### config.mk
export PLATFORM = sky130hd
export DESIGN_NAME = lsie_accum
export DESIGN_NICKNAME = d
export VERILOG_FILES = /design/src/hw/rtl/lsie_pkg.sv /design/src/hw/rtl/lsie_accum.sv
export SDC_FILE = /design/constraint.sdc
export NUM_CORES = 1
export LEC_CHECK = 0
export CORE_ASPECT_RATIO = 0.6
export CORE_MARGIN = 1
export CORE_UTILIZATION = 40
export DETAILED_ROUTE_END_ITERATION = 8
export DONT_BUFFER_PORTS = 1
export PLACE_DENSITY = 0.55
export REMOVE_ABC_BUFFERS = 1
export SLEW_MARGIN = 10
export SYNTH_ARGS = -nofsm -noshare
export SYNTH_HDL_FRONTEND = slang
export SYNTH_SLANG_ARGS = --single-unit
### constraint.sdc
create_clock -name clock -period 7.35 [get_ports clock]
set_input_delay 1.8375 -clock clock [delete_from_list [all_inputs] [get_ports clock]]
set_output_delay 1.8375 -clock clock [all_outputs]
set_load 0.01 [all_outputs]
### src/hw/rtl/lsie_pkg.sv
// shared types, codes and helpers for the lattice site interface energy block
package lsie_pkg;

   localparam int unsigned DEF_MAX_WIDTH  = 64;
   localparam int unsigned DEF_MAX_HEIGHT = 64;
   localparam int unsigned DEF_SPIN_BITS  = 16;

   localparam int unsigned NBR_COUNT   = 8;
   localparam int unsigned ENERGY_BITS = 19;
   localparam int unsigned COORD_BITS  = 6;
   localparam int unsigned DIM_BITS    = 7;
   localparam int unsigned E_BITS      = 16;
   localparam int unsigned SPIN_IN_BITS = 16;

   localparam logic [DIM_BITS-1:0] RST_DIM    = 7'd64;
   localparam logic [E_BITS-1:0]   RST_ENERGY = 16'd256;

   typedef enum logic [1:0] {
      REG_WIDTH    = 2'd0,
      REG_HEIGHT   = 2'd1,
      REG_HETERO   = 2'd2,
      REG_BOUNDARY = 2'd3
   } csr_reg_type;

   typedef enum logic {
      OP_WRITE = 1'b0,
      OP_QUERY = 1'b1
   } opcode_type;

   typedef enum logic [1:0] {
      AX_SAME = 2'd0,
      AX_DEC  = 2'd1,
      AX_INC  = 2'd2
   } axis_sel_type;

   typedef struct packed {
      axis_sel_type xs;
      axis_sel_type ys;
   } nbr_sel_type;

   typedef struct packed {
      logic clear;
      logic load_center;
      logic add;
   } acc_ctl_type;

   // read slot 0 is the centre, slots 1..8 the moore neighbors
   function automatic nbr_sel_type nbr_sel(input logic [3:0] slot);
      nbr_sel_type s;
      case (slot)
         4'd1:    s = '{xs: AX_INC,  ys: AX_SAME};
         4'd2:    s = '{xs: AX_INC,  ys: AX_DEC};
         4'd3:    s = '{xs: AX_SAME, ys: AX_DEC};
         4'd4:    s = '{xs: AX_DEC,  ys: AX_DEC};
         4'd5:    s = '{xs: AX_DEC,  ys: AX_SAME};
         4'd6:    s = '{xs: AX_DEC,  ys: AX_INC};
         4'd7:    s = '{xs: AX_SAME, ys: AX_INC};
         4'd8:    s = '{xs: AX_INC,  ys: AX_INC};
         default: s = '{xs: AX_SAME, ys: AX_SAME};
      endcase
      return s;
   endfunction

   // zero reads as one, large values saturate
   function automatic int unsigned clamp_dim(input logic [DIM_BITS-1:0] v,
                                             input int unsigned maxv);
      int unsigned vi;
      vi = {25'd0, v};
      if (vi == 0)
         return 1;
      else if (vi > maxv)
         return maxv;
      else
         return vi;
   endfunction

endpackage

### src/hw/rtl/lsie_accum.sv
// neighbor classification and energy accumulator
module lsie_accum #(
   parameter int unsigned SPIN_BITS = lsie_pkg::DEF_SPIN_BITS
) (
   input  logic                                 clock,
   input  lsie_pkg::acc_ctl_type                ctl,
   input  logic [SPIN_BITS-1:0]                 spin,
   input  logic [lsie_pkg::E_BITS-1:0]          hetero_energy,
   input  logic [lsie_pkg::E_BITS-1:0]          boundary_energy,
   output logic [lsie_pkg::ENERGY_BITS-1:0]     site_energy
);
   import lsie_pkg::*;

   logic [SPIN_BITS-1:0]   center_ff;
   logic [ENERGY_BITS-1:0] sum_ff;
   logic                   c_liquid, c_solid, n_liquid, n_solid;
   logic [E_BITS-1:0]      add_val;

   always_comb begin
      c_liquid = center_ff[SPIN_BITS-1];
      c_solid  = !center_ff[SPIN_BITS-1] && (center_ff != '0);
      n_liquid = spin[SPIN_BITS-1];
      n_solid  = !spin[SPIN_BITS-1] && (spin != '0);
      add_val  = '0;
      if ((c_liquid && n_solid) || (c_solid && n_liquid)) begin
         add_val = hetero_energy;
      end else if (c_solid && n_solid && (center_ff != spin)) begin
         add_val = boundary_energy;
      end
   end

   always_ff @(posedge clock) begin
      if (ctl.clear) begin
         sum_ff <= '0;
      end else if (ctl.add) begin
         sum_ff <= sum_ff + ENERGY_BITS'(add_val);
      end
      if (ctl.load_center) begin
         center_ff <= spin;
      end
   end

   assign site_energy = sum_ff;

endmodule

==> Yosys cells after proc, flatten, opt, wreduce, memory -nomap -nowiden <==
Index checks and enable logic that the tools add are counted.
{ "classes": {"n_eq_ne": 1, "n_mux": 2, "reduce_logical": 11, "add_sub_neg": 1} }
{ "ops": {"columns": ["operator", "count"], "rows": [
  ["$mux 16", 2],
  ["$reduce_bool 16->1", 2],
  ["$add 19x16->19", 1],
  ["$ne 16x16->1", 1],
  ["$logic_and 1x1->1", 6],
  ["$logic_not 1->1", 2],
  ["$logic_or 1x1->1", 1]
]} }
{ "word_totals": {"register_bits": 35, "out_inout_bits": 19, "in_bits": 52} }

==> Logic depth before layout (Yosys ltp) <==
{ "logic_depth": {"ltp_word": 7, "ltp_mapped": 15, "ltp_nobuf": 13} }

==> Worst setup path after synthesis <==
OpenSTA, ideal clock, no wires.
{ "synth_path": {"kind": "in2reg", "start": "input port spin[3]", "end": "register sum_ff[18], in the netlist site_energy[18]", "t_arrival_ps": 5070, "stages": 15, "setup_slack_ps": 2157, "n_path_buf": 2, "cell_sequence": "xor2_1 > nor4_1 > nand4_1 > and3_1 > clkbuf_1 > clkbuf_1 > a22o_1 > ha_1 > fa_1 > a21o_1 > a221o_1 > a221oi_2 > a31oi_1 > nand4_1 > mux2_1"} }
{ "synth_between": {"elab_chain_cells": 7, "elab_cells_between_ends": 10} }
{ "synth_rtl": {"columns": ["element", "line_no", "text"], "rows": [
  ["start: declaration", "lsie_accum.sv:7", "input logic [SPIN_BITS-1:0] spin,"],
  ["$reduce_bool 16->1", "lsie_accum.sv:23", "n_solid = !spin[SPIN_BITS-1] && (spin != '0);"],
  ["$logic_and 1x1->1", "lsie_accum.sv:23", null],
  ["$logic_and 1x1->1 (2 in a row)", "lsie_accum.sv:27", "end else if (c_solid && n_solid && (center_ff != spin)) begin"],
  ["$mux 16", "lsie_accum.sv:27", null],
  ["$mux 16 (*)", "lsie_accum.sv:25", "if ((c_liquid && n_solid) || (c_solid && n_liquid)) begin"],
  ["$add 19x16->19 (*)", "lsie_accum.sv:36", "sum_ff <= sum_ff + ENERGY_BITS'(add_val);"],
  ["end signal: assignment", "lsie_accum.sv:36", null],
  ["end: declaration", "lsie_accum.sv:15", "logic [ENERGY_BITS-1:0] sum_ff;"]
]} }
Mark *: on every way between the ends. The rest lies on a longest branch, timed or not.
A chain may end at the register's enable or synchronous reset.

==> Final worst setup path <==
{ "layout_path": {"start": "input port spin[0]", "end": "register sum_ff[18], in the netlist site_energy[18]"} }
Same word-level chain as after synthesis.

==> results.json <==
{
  "required_ns": 7.53,
  "worstRegToRegCells": 12,
  "core_sq_mm": 0.00560,
  "final_cell_mix": "21 x xor2_1, 19 x dfxtp_1, 17 x a22o_1",
  "synth_flop_cell": "dfxtp_1",
  "finalCritPeriodShare": 0.705,
  "clk_pin_slew_ns": 0.07,
  "power_density_mw_per_mm2": 208,
  "area_delta_synth_final_pct": 6.35,
  "fin_crit_ns": 5.18,
  "cts_resized": 0,
  "timing.fmax_ghz": 0.193,
  "drt_iter0_drc": 74,
  "design_area_sq_mm": 0.00247,
  "fp.dieH_um": 61.1,
  "clk_latency_ns": 0.29,
  "cts_tree": "done",
  "arrival_ns": 5.36,
  "layout_commonest_cell": "xor2_1",
  "nets": 307,
  "synth_top_area_cell": "edfxtp_1",
  "ant_nets": 0,
  "slew_viol_final": 0,
  "vias_per_cell": 5.81,
  "grt-ovfl-total": 0,
  "endpoint_kind": "register",
  "yosys_register_bits": 35,
  "final_util": 0.442,
  "io_buffers": 0,
  "clockRootBuffer": "clkbuf_8",
  "route.detailed.drc": 0,
  "wl_um": 5670,
  "diodes": 0,
  "crit_fanout": 16,
  "h-tree-depth": 2,
  "dpl_cell_area_sq_mm": 0.00239,
  "outcome": "finished, final reports clean",
  "synthArstFlopShare": 0,
  "rsz0062_at_grt": "no",
  "grt_pass1_wl_um": 8720,
  "leakage_nw": 1.02,
  "grt_max_degree": 28,
  "synth_seq_area_share": 0.370,
  "hold_viol": 0,
  "cp-start-kind": "input pin",
  "ys_types": 48,
  "grt_use_total": 0.196,
  "synth_area_sq_mm": 0.00233,
  "post-dp-hpwl_um": 4280,
  "power_mw": 0.515,
  "setup_viol": 0,
  "dieArea_sq_mm": 0.00613,
  "cts.sink_count": 35,
  "routabilityCongestion": 0.854,
  "cts_made_buffers": 5,
  "yosysWarnings": 0,
  "hp-class": "register to register",
  "setup_tns_ns": 0,
  "worst_pin_slew_ns": 0.712,
  "critPathKind": "input pin to register",
  "antenna_found_initial": 0,
  "synth_top_area_share": 0.207,
  "synth_enable_flop_cells": 16,
  "avgRoutedWirePerCell_um": 17.8,
  "whs_endpoint": "site_energy[14]",
  "pin_count": 71,
  "timing.rr.start": "center_ff[9]",
  "timing.reg2reg.setup_slack_ns": 3.21,
  "start_util": 0.416,
  "holdPathStages": 2,
  "relSlewSlack": 0.526,
  "syn_avg_cell_area_sq_um": 9.69,
  "finalClockSkew_ns": 0.00381,
  "grt_pass1_vias": 1623,
  "die_w_um": 100,
  "reg2reg_to": "site_energy[18]",
  "post-cts-setup-buffers": 0,
  "n_fill_cell": 572,
  "firstDrtPassIters": 4,
  "cap_violations": 0,
  "hold_path.startpoint": "site_energy[14]",
  "syn-instance-count": 240,
  "ctsHoldBuffers": 0,
  "clk_path_buf_depth": 2,
  "drive_gt1_frac": 0.0377,
  "synthTopCellsByArea": "edfxtp_1 21%, dfxtp_1 16%, ha_1 8.6%",
  "vias": 1854,
  "rows": 21,
  "max-vdd-ir-drop_uv": 101
}
[worst max path at each step]
stage,from,to,slack [ns],cells past startpoint
3_3_place_gp,spin[1],site_energy[18],1.92,13
4_1_cts,spin[1],site_energy[18],2.18,13
3_5_place_dp,spin[1],site_energy[18],1.88,13
2_1_floorplan,spin[3],site_energy[18],2.34,13
6_report,spin[0],site_energy[18],2.17,12
5_1_grt,spin[3],site_energy[18],1.88,13
[metrics by stage]
stage	setup WS, ns	cells	hold slack (ns)
3_5_place_dp	1.88	311	0.510
5_1_grt	1.88	319	0.566
4_1_cts	2.18	319	0.520
2_1_floorplan	2.34	231	0.485
6_report	2.17	319	0.518
3_3_place_gp	1.92	311	0.503
[sequential cells by signal (all words and copies together) (netlist names)]
signal and flops:
center_ff 16, site_energy 19
[cells in the mapped netlist (3+ instances only)]
cell type / instances
nand4_1: 3
a31oi_1: 5
dfxtp_1: 19
nor2_1: 16
mux2i_1: 8
nand3_1: 4
xor2_1: 21
nor3b_1: 3
a21o_1: 4
a21oi_1: 13
clkbuf_1: 8
xnor2_1: 6
ha_1: 16
o21ai_0: 6
and3_1: 5
nor3_1: 3
a22o_1: 17
nand2_1: 16
nor2b_1: 3
nand2b_1: 4
nor4_1: 11
edfxtp_1: 16
[power breakdown]
part | internal (mW) | switching (mW) | leakage [nW] | total (mW)
sequential | 0.224 | 0.0236 | 0.312 | 0.248
combinational | 0.0602 | 0.0722 | 0.662 | 0.132
clock | 0.0652 | 0.0703 | 0.0426 | 0.136
total | 0.349 | 0.166 | 1.02 | 0.515
[cells by family after synthesis]
logic type / synth area share
simple gates: 0.171
compound gates: 0.205
flops: 0.370
xor+xnor: 0.102
fa+ha+maj: 0.0947
buf+inv: 0.0178
mux: 0.0393
[critical path, cell delays in order]
cell,delay [ns]
nor4_1,0.35
a41oi_1,0.20
and3_1,0.45
a22o_1,0.34
ha_1,0.21
fa_1,0.41
a21o_1,0.19
a221o_1,0.37
a221oi_2,0.43
a31oi_1,0.14
nand4_1,0.13
mux2_1,0.31
[area by class of cell]
| class | count | area (sq um) | share of cell area |
|---|---|---|---|
| Multi-Input combinational cell | 194 | 1420 | 0.576 |
| Sequential cell | 35 | 861 | 0.348 |
| Tap cell | 80 | 100 | 0.0405 |
| Clock buffer | 6 | 72.6 | 0.0293 |
| Clock inverter | 2 | 8.76 | 0.00354 |
| Inverter | 2 | 7.51 | 0.00303 |
[metal layers]
| layer | track usage | wire length, um | vias up |
|---|---|---|---|
| li1 | - | - | 918 |
| met1 | 0.318 | 3200 | 867 |
| met2 | 0.239 | 1950 | 62 |
| met3 | 0.0613 | 467 | 7 |
| met4 | 0.0497 | 48 | 0 |
| met5 | 0 | 0 | - |
Power figures use the tool's default switching activity.
