==> src/hw/rtl/lsie_pkg.sv <==
// shared types, codes and helpers for the lattice site interface energy block
package lsie_pkg;

   localparam int unsigned DEF_MAX_WIDTH  = 64;
   localparam int unsigned DEF_MAX_HEIGHT = 64;
   localparam int unsigned DEF_SPIN_BITS  = 16;

   localparam int unsigned NBR_COUNT   = 8;
   localparam int unsigned ENERGY_BITS = 19;
   localparam int unsigned COORD_BITS  = 6;
   localparam int unsigned DIM_BITS    = 7;
   localparam int unsigned E_BITS      = 16;
   localparam int unsigned SPIN_IN_BITS = 16;

   localparam logic [DIM_BITS-1:0] RST_DIM    = 7'd64;
   localparam logic [E_BITS-1:0]   RST_ENERGY = 16'd256;

   typedef enum logic [1:0] {
      REG_WIDTH    = 2'd0,
      REG_HEIGHT   = 2'd1,
      REG_HETERO   = 2'd2,
      REG_BOUNDARY = 2'd3
   } csr_reg_type;

   typedef enum logic {
      OP_WRITE = 1'b0,
      OP_QUERY = 1'b1
   } opcode_type;

   typedef enum logic [1:0] {
      AX_SAME = 2'd0,
      AX_DEC  = 2'd1,
      AX_INC  = 2'd2
   } axis_sel_type;

   typedef struct packed {
      axis_sel_type xs;
      axis_sel_type ys;
   } nbr_sel_type;

   typedef struct packed {
      logic clear;
      logic load_center;
      logic add;
   } acc_ctl_type;

   // read slot 0 is the centre, slots 1..8 the moore neighbors
   function automatic nbr_sel_type nbr_sel(input logic [3:0] slot);
      nbr_sel_type s;
      case (slot)
         4'd1:    s = '{xs: AX_INC,  ys: AX_SAME};
         4'd2:    s = '{xs: AX_INC,  ys: AX_DEC};
         4'd3:    s = '{xs: AX_SAME, ys: AX_DEC};
         4'd4:    s = '{xs: AX_DEC,  ys: AX_DEC};
         4'd5:    s = '{xs: AX_DEC,  ys: AX_SAME};
         4'd6:    s = '{xs: AX_DEC,  ys: AX_INC};
         4'd7:    s = '{xs: AX_SAME, ys: AX_INC};
         4'd8:    s = '{xs: AX_INC,  ys: AX_INC};
         default: s = '{xs: AX_SAME, ys: AX_SAME};
      endcase
      return s;
   endfunction

   // zero reads as one, large values saturate
   function automatic int unsigned clamp_dim(input logic [DIM_BITS-1:0] v,
                                             input int unsigned maxv);
      int unsigned vi;
      vi = {25'd0, v};
      if (vi == 0)
         return 1;
      else if (vi > maxv)
         return maxv;
      else
         return vi;
   endfunction

endpackage

==> src/hw/rtl/lsie_coord.sv <==
// bit-serial reduction of the site coordinates modulo the lattice size
module lsie_coord #(
   parameter int unsigned MAX_WIDTH  = lsie_pkg::DEF_MAX_WIDTH,
   parameter int unsigned MAX_HEIGHT = lsie_pkg::DEF_MAX_HEIGHT
) (
   input  logic                                    clock,
   input  logic                                    reset,
   input  logic                                    start,
   input  logic [lsie_pkg::COORD_BITS-1:0]         pos_x,
   input  logic [lsie_pkg::COORD_BITS-1:0]         pos_y,
   input  logic [$clog2(MAX_WIDTH+1)-1:0]          dim_w,
   input  logic [$clog2(MAX_HEIGHT+1)-1:0]         dim_h,
   output logic [$clog2(MAX_WIDTH)-1:0]            site_x,
   output logic [$clog2(MAX_HEIGHT)-1:0]           site_y,
   output logic                                    done
);
   import lsie_pkg::*;

   localparam int unsigned WW  = $clog2(MAX_WIDTH+1);
   localparam int unsigned HW  = $clog2(MAX_HEIGHT+1);
   localparam int unsigned XW  = $clog2(MAX_WIDTH);
   localparam int unsigned YW  = $clog2(MAX_HEIGHT);
   localparam int unsigned CWX = WW + COORD_BITS;
   localparam int unsigned CWY = HW + COORD_BITS;

   logic [COORD_BITS-1:0] rx_ff, rx_in;
   logic [COORD_BITS-1:0] ry_ff, ry_in;
   logic [2:0]            step_ff;
   logic                  busy_ff;
   logic                  done_ff;
   logic [CWX-1:0]        dvx;
   logic [CWY-1:0]        dvy;

   // restoring remainder: try divisor shifted by step, subtract if it fits
   always_comb begin
      dvx   = CWX'(dim_w) << step_ff;
      dvy   = CWY'(dim_h) << step_ff;
      rx_in = rx_ff;
      ry_in = ry_ff;
      if (CWX'(rx_ff) >= dvx) begin
         rx_in = rx_ff - dvx[COORD_BITS-1:0];
      end
      if (CWY'(ry_ff) >= dvy) begin
         ry_in = ry_ff - dvy[COORD_BITS-1:0];
      end
   end

   always_ff @(posedge clock) begin
      if (reset) begin
         busy_ff <= 1'b0;
         done_ff <= 1'b0;
         step_ff <= '0;
      end else begin
         done_ff <= 1'b0;
         if (start) begin
            rx_ff   <= pos_x;
            ry_ff   <= pos_y;
            step_ff <= 3'(COORD_BITS - 1);
            busy_ff <= 1'b1;
         end else if (busy_ff) begin
            rx_ff   <= rx_in;
            ry_ff   <= ry_in;
            step_ff <= step_ff - 3'd1;
            if (step_ff == 3'd0) begin
               busy_ff <= 1'b0;
               done_ff <= 1'b1;
            end
         end
      end
   end

   assign site_x = XW'(rx_ff);
   assign site_y = YW'(ry_ff);
   assign done   = done_ff;

endmodule

==> config.mk <==
export PLATFORM = sky130hd
export DESIGN_NAME = lsie_coord
export DESIGN_NICKNAME = d
export VERILOG_FILES = /design/src/hw/rtl/lsie_pkg.sv /design/src/hw/rtl/lsie_coord.sv
export SDC_FILE = /design/constraint.sdc
export NUM_CORES = 1
export LEC_CHECK = 0
export BUFFER_PORTS_ARGS = -buffer_cell sky130_fd_sc_hd__buf_4
export CORE_AREA = 5 5 64 66
export DETAILED_ROUTE_END_ITERATION = 12
export DIE_AREA = 0 0 69 71
export PLACE_DENSITY_LB_ADDON = 0.05
export SETUP_SLACK_MARGIN = 0.2
export SYNTH_ARGS = -nofsm -noshare
export SYNTH_HDL_FRONTEND = slang
export SYNTH_SLANG_ARGS = --single-unit
==> constraint.sdc <==
create_clock -name clock -period 5 [get_ports clock]
set_input_delay 0.5 -clock clock [delete_from_list [all_inputs] [get_ports clock]]
set_output_delay 0.5 -clock clock [all_outputs]
set_load 0.01 [all_outputs]
-- Word-level counts from Yosys, hierarchy flattened
Index checks and enable logic that the tools add are counted.
- bits in registers: 17
- bits in latches: 0
- memory bits (writable): 0
- ROM bits: 0
- input port bits: 29
- logic and storage cells: 35
- memories kept: 0
- add/subtract/negate cells: 3
- $mul: 0
- divide/modulo/power cells: 0
- $lt $le $gt $ge: 2
- equality and inequality tests: 0
- shift-type cells: 2
- multiplexer cells: 12
- bitwise operators: 2
- reductions and logical operators: 8
- operators by type and width (cell ; count):
    $mux W6 ; 6
    $ge A6 B13 Y1 ; 2
    $shl A7 B3 Y13 ; 2
    $sub A6 B6 Y6 ; 2
    $mux W3 ; 2
    $reduce_and A3 Y1 ; 2
    $reduce_bool A2 Y1 ; 3
    $mux W1 ; 4
    $logic_not A3 Y1 ; 1
    $reduce_or A3 Y1 ; 1
    $sub A3 B1 Y3 const B ; 1
    $not A1 Y1 ; 2
    $reduce_or A2 Y1 ; 1

-- Logic depth before layout (Yosys ltp)
Gate-level depths: netlist of the first run.
- word-level depth: 5
- mapped depth: 12
- mapped depth without buffers: 10

-- Worst setup path before layout of the first run
No wires, ideal clock.
- kind: register to register
- from: register step_ff[0]
- to: register ry_ff[0] (netlist: site_y[0]) (enable)
- setup time: 0.381 ns
- arrival time: 2.490 ns
- data required time: 4.619 ns
- path slack: 2.129 ns
- stages on the path, launching flop included: 11
- clock period less this slack: 2.871 ns
- path through: dfxtp_1 -> buf_6 -> clkbuf_8 -> mux2i_1 -> or3_1 -> ha_1 -> nor2b_1 -> o31a_1 -> o31a_1 -> a311oi_1 -> o32ai_1
- word-level cells in the longest chain between the ends: 4
- RTL lines (element ; line ; text):
    from (decl) ; lsie_coord.sv:28 ; logic [2:0] step_ff;
    from (signal assigned) ; lsie_coord.sv:58 ; step_ff <= 3'(COORD_BITS - 1);
    from (signal assigned) ; lsie_coord.sv:63 ; step_ff <= step_ff - 3'd1;
    $shl A7 B3 Y13 ; lsie_coord.sv:37 ; dvy = CWY'(dim_h) << step_ff;
    $ge A6 B13 Y1 ; lsie_coord.sv:43 ; if (CWY'(ry_ff) >= dvy) begin
    $reduce_bool A2 Y1 (no source line) ; -- ;
    $reduce_and A3 Y1 (no source line) ; -- ;
    to (signal assigned) ; lsie_coord.sv:57 ; ry_ff <= pos_y;
    to (signal assigned) ; lsie_coord.sv:62 ; ry_ff <= ry_in;
    to (decl) ; lsie_coord.sv:27 ; logic [COORD_BITS-1:0] ry_ff, ry_in;
No other way between the ends.
A chain may end at the register's enable or synchronous reset.

-- Worst setup path in the final report of the first run
Ends and elaborated chain as after synthesis.

==> flow_metrics.env, run 1 <==
export IMPL_gp_congestion=0.8019
export IMPL_rsz0062_at_grt="no"
export IMPL_status="finished clean"
export IMPL_start_util=0.4496
export IMPL_path_common_cell="o31a_1"
export IMPL_drc=0
export IMPL_cts_buffers=3
export IMPL_timing_fmax_ghz=0.2684
export IMPL_total_power_w=0.0004869
export IMPL_fin_area_um2=1912
export IMPL_worstSetupStartpoint="step_ff[0]"
export IMPL_track_usage=0.1597
export IMPL_wl_um=3909
export IMPL_synthArstFlopShare=0
export IMPL_crit_cells=10
export IMPL_fin_nets=260
export IMPL_setup_viol=0
export IMPL_cp_end_kind="flip-flop"
export IMPL_synth_seq_cells=17
export IMPL_worst_slack_ns=1.274
export IMPL_fin_crit_sh=0.7451
export IMPL_syn_avg_cell_area_um2=8.849
export IMPL_cp_top_family="compound AO/OA/AOI/OAI gates"
export IMPL_hold_viol=0
export IMPL_viasPerCell=5.424
export IMPL_cap_violations=0
export IMPL_worst_pin_slew_ns=1.114
export IMPL_worstSetupPathType="flip-flop to flip-flop"
export IMPL_hold_buffers=0
export IMPL_reg2reg_from="step_ff[0]"
export IMPL_port_buffers=41
export IMPL_cpPeakStageDelay_ns=0.96
export IMPL_cts_tree="done"
export IMPL_fin_skew_ns=0.007053
export IMPL_antenna_cells=0
export IMPL_synth_cell_types=43
export IMPL_row_count=22
export IMPL_cts_max_level=1
export IMPL_hpwl_um=3041
export IMPL_setup_tns_ns=0
export IMPL_ant_nets=0
export IMPL_cp_arrival_ns=3.64
export IMPL_placed_area_um2=1886
export IMPL_first_iter_violations=88
export IMPL_r2r_cells=10
export IMPL_synthCells=179
export IMPL_core_um2=3523
export IMPL_path_max_fanout=19
export IMPL_synth_main_ff_cell="edfxtp_1"
export IMPL_period_minus_slack_ns=3.726
export IMPL_ff2ff_setup_slack_ns=1.27
export IMPL_antenna_found_initial=0
export IMPL_grt_pass1_vias=1379
export IMPL_leakagePower_nw=0.8015
export IMPL_grt_overflow=0
export IMPL_worst_path_buf_inv=0
export IMPL_final_cells=262
export IMPL_relSlewSlack=0.2549
export IMPL_ios=42
export IMPL_crit_end="site_y[0]"
export IMPL_p_per_area_nw_per_um2=254.7
export IMPL_cts_sinks=17
export IMPL_fp_dieW_um=69
export IMPL_fp_dieH_um=71
export IMPL_drt_pass1_iterations=4
export IMPL_vias=1421
export IMPL_hold_path_class="input port to flip-flop"
export IMPL_crit_chain="mux2i_1, nand2_1, o21ai_0, nand2b_1, ha_1, o21a_1, o31a_1, o31a_1, a311oi_1, o32ai_1"
export IMPL_dp_slack_ns=1.283
export IMPL_slowest_stage="o32ai_1"
export IMPL_final_layout_size_suffix_gt1_frac=0.2523
export IMPL_yosys_warnings=0
export IMPL_grt_max_degree=27
export IMPL_cts_resized_gates=0
export IMPL_syn_area_um2=1584
export IMPL_die_area_um2=4899
export IMPL_clock_latency_ns=0.29
export IMPL_post_cts_setup_buffer_count=0
export IMPL_rr_endpoint="site_y[0]"
export IMPL_yosysSeqAreaShare=0.2907
export IMPL_cts_root_buf="clkbuf_4"
export IMPL_dp_cells=258
export IMPL_clk_path_buf_depth=2
export IMPL_peakVddDrop_mv=0.1406
export IMPL_grt_first_pass_wirelength_um=6596
export IMPL_synth_edff_count=12
export IMPL_cts_clk_slew_worst_paths_ns=0.11
export IMPL_maxSlewViolCount=0
export IMPL_area_delta_synth_final_pct=20.69
export IMPL_worstPathRequired_ns=4.92
export IMPL_synthesis_nets=224
export IMPL_wl_per_cell_um=14.92
export IMPL_crit_path_start_kind="flip-flop"
kinds of logic after synthesis:
kind of cell / synth area share
xor+xnor: 0.03318
simple gates: 0.1667
flops: 0.2907
mux: 0.07267
fa+ha+maj: 0.1359
compound gates: 0.2378
buf+inv: 0.06319
worst register-to-register path, stage by stage (launching register included):
cell      delay [ns]
dfxtp_1         0.82
mux2i_1         0.23
nand2_1         0.10
o21ai_0         0.12
nand2b_1        0.23
ha_1            0.35
o21a_1          0.13
o31a_1          0.17
o31a_1          0.16
a311oi_1        0.07
o32ai_1         0.96
worst min-delay path by stage:
stage                  from    endpoint  cells after the start
finish                reset  step_ff[0]                      2
floorplan           busy_ff  step_ff[1]                      2
global route          reset  step_ff[2]                      2
global placement    busy_ff  step_ff[1]                      2
CTS                   reset  step_ff[0]                      2
detailed placement  busy_ff  step_ff[1]                      2
cell type report:
| cell class | instances | area (µm²) |
|---|---|---|
| clock buffer | 4 | 26.28 |
| fill | 382 | 1612 |
| inverter | 9 | 33.78 |
| multi-input combinational | 143 | 1023 |
| sequential | 17 | 460.4 |
| tap | 48 | 60.06 |
| timing repair buffer | 41 | 307.8 |
sequential cells by signal, indices dropped and copies added, names as in the netlist:
name,flops
site_x,6
site_y,6
step_ff,3
busy_ff,1
done,1
synthesized netlist by cell type, types with 2 or more instances:
cell type / n / area [µm²]
nand3_1: 2 / 10.01
nand2b_1: 4 / 25.02
a21o_1: 3 / 22.52
mux2_4: 2 / 30.03
dfxtp_1: 5 / 100.1
nor2_1: 12 / 45.04
nor2b_1: 2 / 12.51
ha_1: 14 / 175.2
o31ai_1: 3 / 22.52
a211oi_1: 4 / 30.03
mux2i_1: 4 / 40.04
a21oi_1: 18 / 90.09
and4_1: 2 / 17.52
o21ai_0: 12 / 60.06
edfxtp_1: 12 / 360.4
xor2_1: 2 / 17.52
inv_1: 8 / 30.03
nand2_1: 20 / 75.07
or3_1: 2 / 12.51
o21a_1: 4 / 30.03
o31a_1: 3 / 26.28
o32ai_1: 2 / 17.52
o22a_1: 2 / 17.52
fa_1: 2 / 40.04
o2111ai_1: 2 / 17.52
and2b_2: 2 / 17.52
nor3_1: 3 / 15.01
xnor2_1: 4 / 35.03
buf_6: 2 / 22.52
a311oi_1: 2 / 17.52
mux2_2: 4 / 45.04
clkbuf_1: 5 / 18.77
stage by stage:
stage | hold WS, ns | util
6_report | 0.4096 | 0.5426
4_1_cts | 0.3995 | 0.5426
2_1_floorplan | 0.5221 | -
3_3_place_gp | 0.5482 | 0.5352
5_1_grt | 0.3926 | 0.5426
3_5_place_dp | 0.5584 | 0.5352
placed cells by master (no fill, tap or decap), types with 3 or more instances in the layout:
| cell type | Yosys | routed |
|---|---|---|
| nor3_1 | 3 | 3 |
| nand2b_1 | 4 | 4 |
| xnor2_1 | 4 | 4 |
| a21o_1 | 3 | 3 |
| nand2_1 | 20 | 20 |
| inv_1 | 8 | 8 |
| a211oi_1 | 4 | 4 |
| a21oi_1 | 18 | 18 |
| dfxtp_1 | 5 | 5 |
| clkbuf_4 | 0 | 3 |
| ha_1 | 14 | 14 |
| buf_4 | 1 | 41 |
| mux2_2 | 4 | 4 |
| o31ai_1 | 3 | 3 |
| edfxtp_1 | 12 | 12 |
| nor2_1 | 12 | 12 |
| o21ai_0 | 12 | 12 |
| o31a_1 | 3 | 3 |
| o21a_1 | 4 | 4 |
| mux2i_1 | 4 | 4 |
layer usage:
layer / vias up / GRT usage / share of wire / wire length, µm
met3: 2 / 0.03693 / 0.059 / 232
met5: - / 0 / 0 / 0
met2: 36 / 0.2383 / 0.44 / 1728
li1: 734 / - / - / -
met4: 0 / 0.03254 / 0.0054 / 21
met1: 649 / 0.2348 / 0.49 / 1927
report_power, final:
part,leakage [nW],internal [W],switching (W),total (W)
registers,0.155,0.000170,0.0000174,0.000187
clock network,0.0150,0.0000310,0.0000465,0.0000775
logic,0.632,0.000110,0.000112,0.000222
total,0.801,0.000311,0.000176,0.000487
Note: power is estimated with default switching activity, not from simulation.
==> run 2: changes to the inputs <==
Clock period 5 ns to 3.1 ns, I/O delays scaled along.
==> run 2 against run 1 <==
Utilization rose by 5.0 points. Sequential power rose by 57%. Register-to-register slack got worse by 0.99 ns. Global-route usage rose by 0.73 points. Final cell count rose by 5.3%. Clock-buffer cell count did not move. Die area did not move. Critical endpoint is now site_x[5]. Non-clock buffer count rose by 14. Combinational power rose by 95%. Final area rose by 9.3%. Critical path type unchanged.
==> flow_metrics.env, run 2 (synthesized netlist as in run 1, its figures left out) <==
export IMPL_row_count=22
export IMPL_period_minus_slack_ns=2.815
export IMPL_crit_path_start_kind="flip-flop"
export IMPL_cts_buffers=3
export IMPL_maxSlewViolCount=0
export IMPL_cp_end_kind="flip-flop"
export IMPL_grt_max_degree=26
export IMPL_post_route_util=0.5930
export IMPL_hold_viol=0
export IMPL_ff2ff_setup_slack_ns=0.29
export IMPL_placed_area_um2=1976
export IMPL_cp_arrival_ns=2.89
export IMPL_cts_tree="done"
export IMPL_leakagePower_nw=0.8782
export IMPL_vias=1500
export IMPL_cpPeakStageDelay_ns=0.37
export IMPL_seqCellArea_um2=464.2
export IMPL_reg2reg_from="step_ff[0]"
export IMPL_clk_path_buf_depth=2
export IMPL_multi_input_area_um2=1092
export IMPL_antenna_found_initial=0
export IMPL_crit_chain="buf_4, and2b_2, a21oi_1, or3_4, ha_4, nor2b_1, o31ai_2, a21oi_2, a311oi_2, o32ai_2, buf_4"
export IMPL_clock_latency_ns=0.30
export IMPL_fin_skew_ns=0.001185
export IMPL_drt_pass1_iterations=4
export IMPL_worst_pin_slew_ns=0.3544
export IMPL_worstPathRequired_ns=3.17
export IMPL_slowest_stage="dfxtp_4"
export IMPL_cts_sinks=17
export IMPL_mostFrequentLayoutCell="buf_4"
export IMPL_timing_fmax_ghz=0.3553
export IMPL_fin_nets=274
export IMPL_crit_end="site_x[5]"
export IMPL_wl_um=4218
export IMPL_gp_congestion=0.8681
export IMPL_setup_tns_ns=0
export IMPL_fp_dieH_um=71
export IMPL_worstSetupPathType="flip-flop to flip-flop"
export IMPL_grt_first_pass_wirelength_um=6762
export IMPL_ant_nets=0
export IMPL_track_usage=0.1670
export IMPL_grt_overflow=0
export IMPL_fillers=346
export IMPL_wl_per_cell_um=15.28
export IMPL_fin_crit_sh=0.9079
export IMPL_worstSetupStartpoint="step_ff[0]"
export IMPL_setup_viol=0
export IMPL_r2r_cells=11
export IMPL_antenna_cells=0
export IMPL_grt_pass1_vias=1497
export IMPL_hpwl_um=3336
export IMPL_drc=0
export IMPL_first_iter_violations=124
export IMPL_rr_endpoint="site_x[5]"
export IMPL_core_um2=3523
export IMPL_cts_clk_slew_worst_paths_ns=0.11
export IMPL_dp_slack_ns=-0.1005
export IMPL_hold_path_class="input port to flip-flop"
export IMPL_start_util=0.4496
export IMPL_p_per_area_nw_per_um2=408.1
export IMPL_ios=42
export IMPL_area_delta_synth_final_pct=31.91
export IMPL_path_max_fanout=6
export IMPL_die_area_um2=4899
export IMPL_final_layout_size_suffix_gt1_frac=0.3596
export IMPL_rsz0062_at_grt="no"
export IMPL_relSlewSlack=0.7576
export IMPL_fin_area_um2=2090
export IMPL_worst_slack_ns=0.2854
export IMPL_peakVddDrop_mv=0.2930
export IMPL_fp_dieW_um=69
export IMPL_port_buffers=41
export IMPL_viasPerCell=5.435
export IMPL_path_common_cell="buf_4"
export IMPL_cts_max_level=1
export IMPL_cap_violations=0
export IMPL_cts_root_buf="clkbuf_4"
export IMPL_layout_common_cells="buf_4, nand2_1, a21oi_1"
export IMPL_status="finished clean"
[run 2: changes by cell type in the layout (fill, tap and decap cells not counted), sizes merged]
cell,previous run,this run
buf,41,55
[run 2: where the power goes]
| group | total (W) | switching [W] | internal, W |
|---|---|---|---|
| sequential | 0.000294 | 0.0000202 | 0.000274 |
| clock | 0.000127 | 0.0000767 | 0.0000501 |
| combinational | 0.000432 | 0.000213 | 0.000219 |
| total | 0.000853 | 0.000309 | 0.000543 |
[run 2: area by class of cell]
class,count,share of cell area
repair buffers,55,0.1976
well taps,48,0.02874
clock buffers,4,0.01257
inverters,9,0.01617
flip-flops and latches,17,0.2222
multi-input cells,143,0.5228
[run 2: timing repair]
action                     in CTS  in global routing
gates resized for setup         3                 13
setup endpoints to repair      12                 13
hold buffers                    0                  0
pin swaps                       1                  4
setup buffers                   0                  2
[run 2: worst max-delay path: cells and delay by family (launching register included)]
kind                     cells  cell delay (ns)
flip-flops                   1             0.37
AND/OR/NAND/NOR              3             0.72
AO/OA/AOI/OAI                5             0.93
adder cells (fa/ha/maj)      1             0.23
buffers and inverters        2             0.33
[run 2: worst min-delay path by stage]
stage	start	to	cells past startpoint
floorplan	pos_x[4]	site_x[4]	2
global placement	reset	step_ff[2]	2
detailed placement	reset	step_ff[0]	2
CTS	reset	step_ff[0]	2
global route	reset	step_ff[0]	2
finish	reset	step_ff[0]	2
[run 2: metal layers]
layer,GRT usage,vias to the layer above,part of all wire
met1,0.2195,697,0.46
li1,-,761,-
met4,0.05206,0,0.0095
met3,0.03551,4,0.055
met2,0.2744,38,0.47
met5,0,-,0
[run 2: through the flow]
step,power (W),std cells,hold slack [ns]
2_1_floorplan,0.0005535,179,0.4971
3_3_place_gp,0.0006802,270,0.5515
3_5_place_dp,0.0006929,270,0.5390
4_1_cts,0.0008277,274,0.2055
5_1_grt,0.0009087,276,0.2258
6_report,0.0008527,276,0.2235
==> run 3: changes to the inputs <==
Settings changed: BUFFER_PORTS_ARGS -buffer_cell sky130_fd_sc_hd__buf_4 to unset, DONT_BUFFER_PORTS set to 1.
==> run 3 against run 2 <==
Sequential share of layout area up 3.3 points. Sequential cell count unchanged. Highest routed layer unchanged. Clock power down 4%. Sequential power up 3%. Critical path depth shrank 1. Hold slack got worse by 0.15 ns. Final cell count down 12%. Via count down 7.6%. Clock-buffer cell count unchanged. Wire length is 8.5% lower.
==> flow_metrics.env, run 3 (synthesized netlist as in run 1, its figures left out) <==
export IMPL_setup_viol=0
export IMPL_whs_ns=0.06955
export IMPL_path_common_cell="o31a_1"
export IMPL_grt_overflow=0
export IMPL_cts_sinks=17
export IMPL_clk_path_buf_depth=2
export IMPL_cts_buffers=3
export IMPL_mostFrequentLayoutCell="buf_4"
export IMPL_drt_pass1_iterations=4
export IMPL_p_per_area_nw_per_um2=437.4
export IMPL_wl_per_cell_um=15.81
export IMPL_top_layer="met4"
export IMPL_worst_pin_slew_ns=0.5328
export IMPL_gp_congestion=0.8210
export IMPL_peakVddDrop_mv=0.2620
export IMPL_grt_pass1_vias=1381
export IMPL_grt_max_degree=26
export IMPL_crit_path_start_kind="flip-flop"
export IMPL_antenna_cells=0
export IMPL_wl_met1_um=1892
export IMPL_track_usage=0.1626
export IMPL_vias=1386
export IMPL_final_cells=244
export IMPL_path_max_fanout=7
export IMPL_antenna_found_initial=0
export IMPL_final_layout_size_suffix_gt1_frac=0.2041
export IMPL_ant_nets=0
export IMPL_r2r_cells=10
export IMPL_ff2ff_setup_slack_ns=0.35
export IMPL_relSlewSlack=0.6448
export IMPL_cap_violations=0
export IMPL_slowest_stage="dfxtp_2"
export IMPL_die_area_um2=4899
export IMPL_cp_top_family="compound AO/OA/AOI/OAI gates"
export IMPL_met3_length_um=272
export IMPL_status="finished clean"
export IMPL_rr_endpoint="site_y[5]"
export IMPL_cts_root_buf="clkbuf_4"
export IMPL_crit_chain="buf_4, mux2_2, o21ai_1, nand2b_1, ha_1, o21a_1, o31a_1, o31a_1, a311oi_2, o32ai_4"
export IMPL_cp_arrival_ns=2.77
export IMPL_dr_wl_met2_um=1624
export IMPL_rsz0062_at_grt="no"
export IMPL_start_util=0.4496
export IMPL_viasPerCell=5.680
export IMPL_worstPathRequired_ns=3.13
export IMPL_hold_viol=0
export IMPL_grt_first_pass_wirelength_um=6630
export IMPL_period_minus_slack_ns=2.745
export IMPL_hold_path_class="input port to flip-flop"
export IMPL_first_iter_violations=67
export IMPL_cts_clk_slew_worst_paths_ns=0.11
export IMPL_clock_latency_ns=0.29
export IMPL_cpPeakStageDelay_ns=0.36
export IMPL_layout_common_cells="buf_4, nand2_1, a21oi_1"
export IMPL_cts_max_level=1
export IMPL_timing_fmax_ghz=0.3643
export IMPL_cts_tree="done"
export IMPL_fillers=354
export IMPL_min_from="reset"
export IMPL_fin_crit_sh=0.8855
export IMPL_area_delta_synth_final_pct=14.30
export IMPL_core_um2=3523
export IMPL_drc=0
export IMPL_worst_path_buf_inv=1
export IMPL_fin_nets=242
export IMPL_wl_um=3858
export IMPL_post_cts_setup_buffer_count=0
export IMPL_fin_skew_ns=0.004270
export IMPL_cp_end_kind="flip-flop"
export IMPL_leakagePower_nw=0.7214
export IMPL_hold_buffers=0
export IMPL_worst_slack_ns=0.3548
export IMPL_hpwl_um=3142
export IMPL_total_power_w=0.0007919
export IMPL_post_route_util=0.5138
export IMPL_dp_slack_ns=-0.1674
export IMPL_port_buffers=0
export IMPL_reg2reg_from="step_ff[0]"
export IMPL_row_count=22
export IMPL_worstSetupPathType="flip-flop to flip-flop"
export IMPL_fp_dieW_um=69
export IMPL_maxSlewViolCount=0
export IMPL_min_to="step_ff[0]"
export IMPL_min_path_cells=1
export IMPL_ios=42
export IMPL_dp_cells=240
export IMPL_fp_dieH_um=71
## run 3: cell count changes in the layout (fill, tap and decap cells not counted), sizes merged
cell / before / now
buf: 55 / 23
## run 3: per-layer routing
| layer | vias up | GRT usage |
|---|---|---|
| met4 | 0 | 0.04989 |
| met1 | 637 | 0.2252 |
| li1 | 701 | - |
| met5 | - | 0 |
| met3 | 7 | 0.04830 |
| met2 | 41 | 0.2436 |
## run 3: worst max path at each step
stage	depth (start not counted)	endpoint	startpoint
after floorplan	10	site_y[0]	step_ff[0]
after global placement	10	site_y[0]	step_ff[0]
after detailed placement	10	site_y[5]	step_ff[0]
after CTS	10	site_y[5]	step_ff[0]
after global routing	10	site_y[0]	step_ff[0]
final	10	site_y[5]	step_ff[0]
## run 3: repair_timing
| action | CTS | global route |
|---|---|---|
| resized for setup | 4 | 3 |
| setup endpoints to repair | 12 | 12 |
| pin swaps | 1 | 2 |
| gates cloned | 0 | 0 |
## run 3: layout make-up
cell class / instances / area (µm²) / area share
multi-input cells: 143 / 1056 / 0.5833
inverters: 9 / 33.78 / 0.01866
well taps: 48 / 60.06 / 0.03317
repair buffers: 23 / 172.7 / 0.09537
clock buffers: 4 / 26.28 / 0.01451
flip-flops and latches: 17 / 461.7 / 0.2550
## run 3: report_power, final
group	internal [W]	switching, W	total [W]
sequential	0.000275	0.0000288	0.000304
clock	0.0000499	0.0000721	0.000122
combinational	0.000188	0.000179	0.000366
total	0.000512	0.000279	0.000792
## run 3: worst reg2reg max path, stage by stage (launching register included)
cell and delay [ns]:
dfxtp_2 0.36, buf_4 0.17, mux2_2 0.36, o21ai_1 0.17
nand2b_1 0.13, ha_1 0.24, o21a_1 0.18, o31a_1 0.11
o31a_1 0.27, a311oi_2 0.30, o32ai_4 0.19
## run 3: through the flow
stage / setup TNS [ns] / cell area, µm²
finish: 0 / 1810
global route: 0 / 1810
CTS: 0 / 1809
detailed placement: -1.003 / 1750
global placement: -0.9202 / 1750
floorplan: 0 / 1584
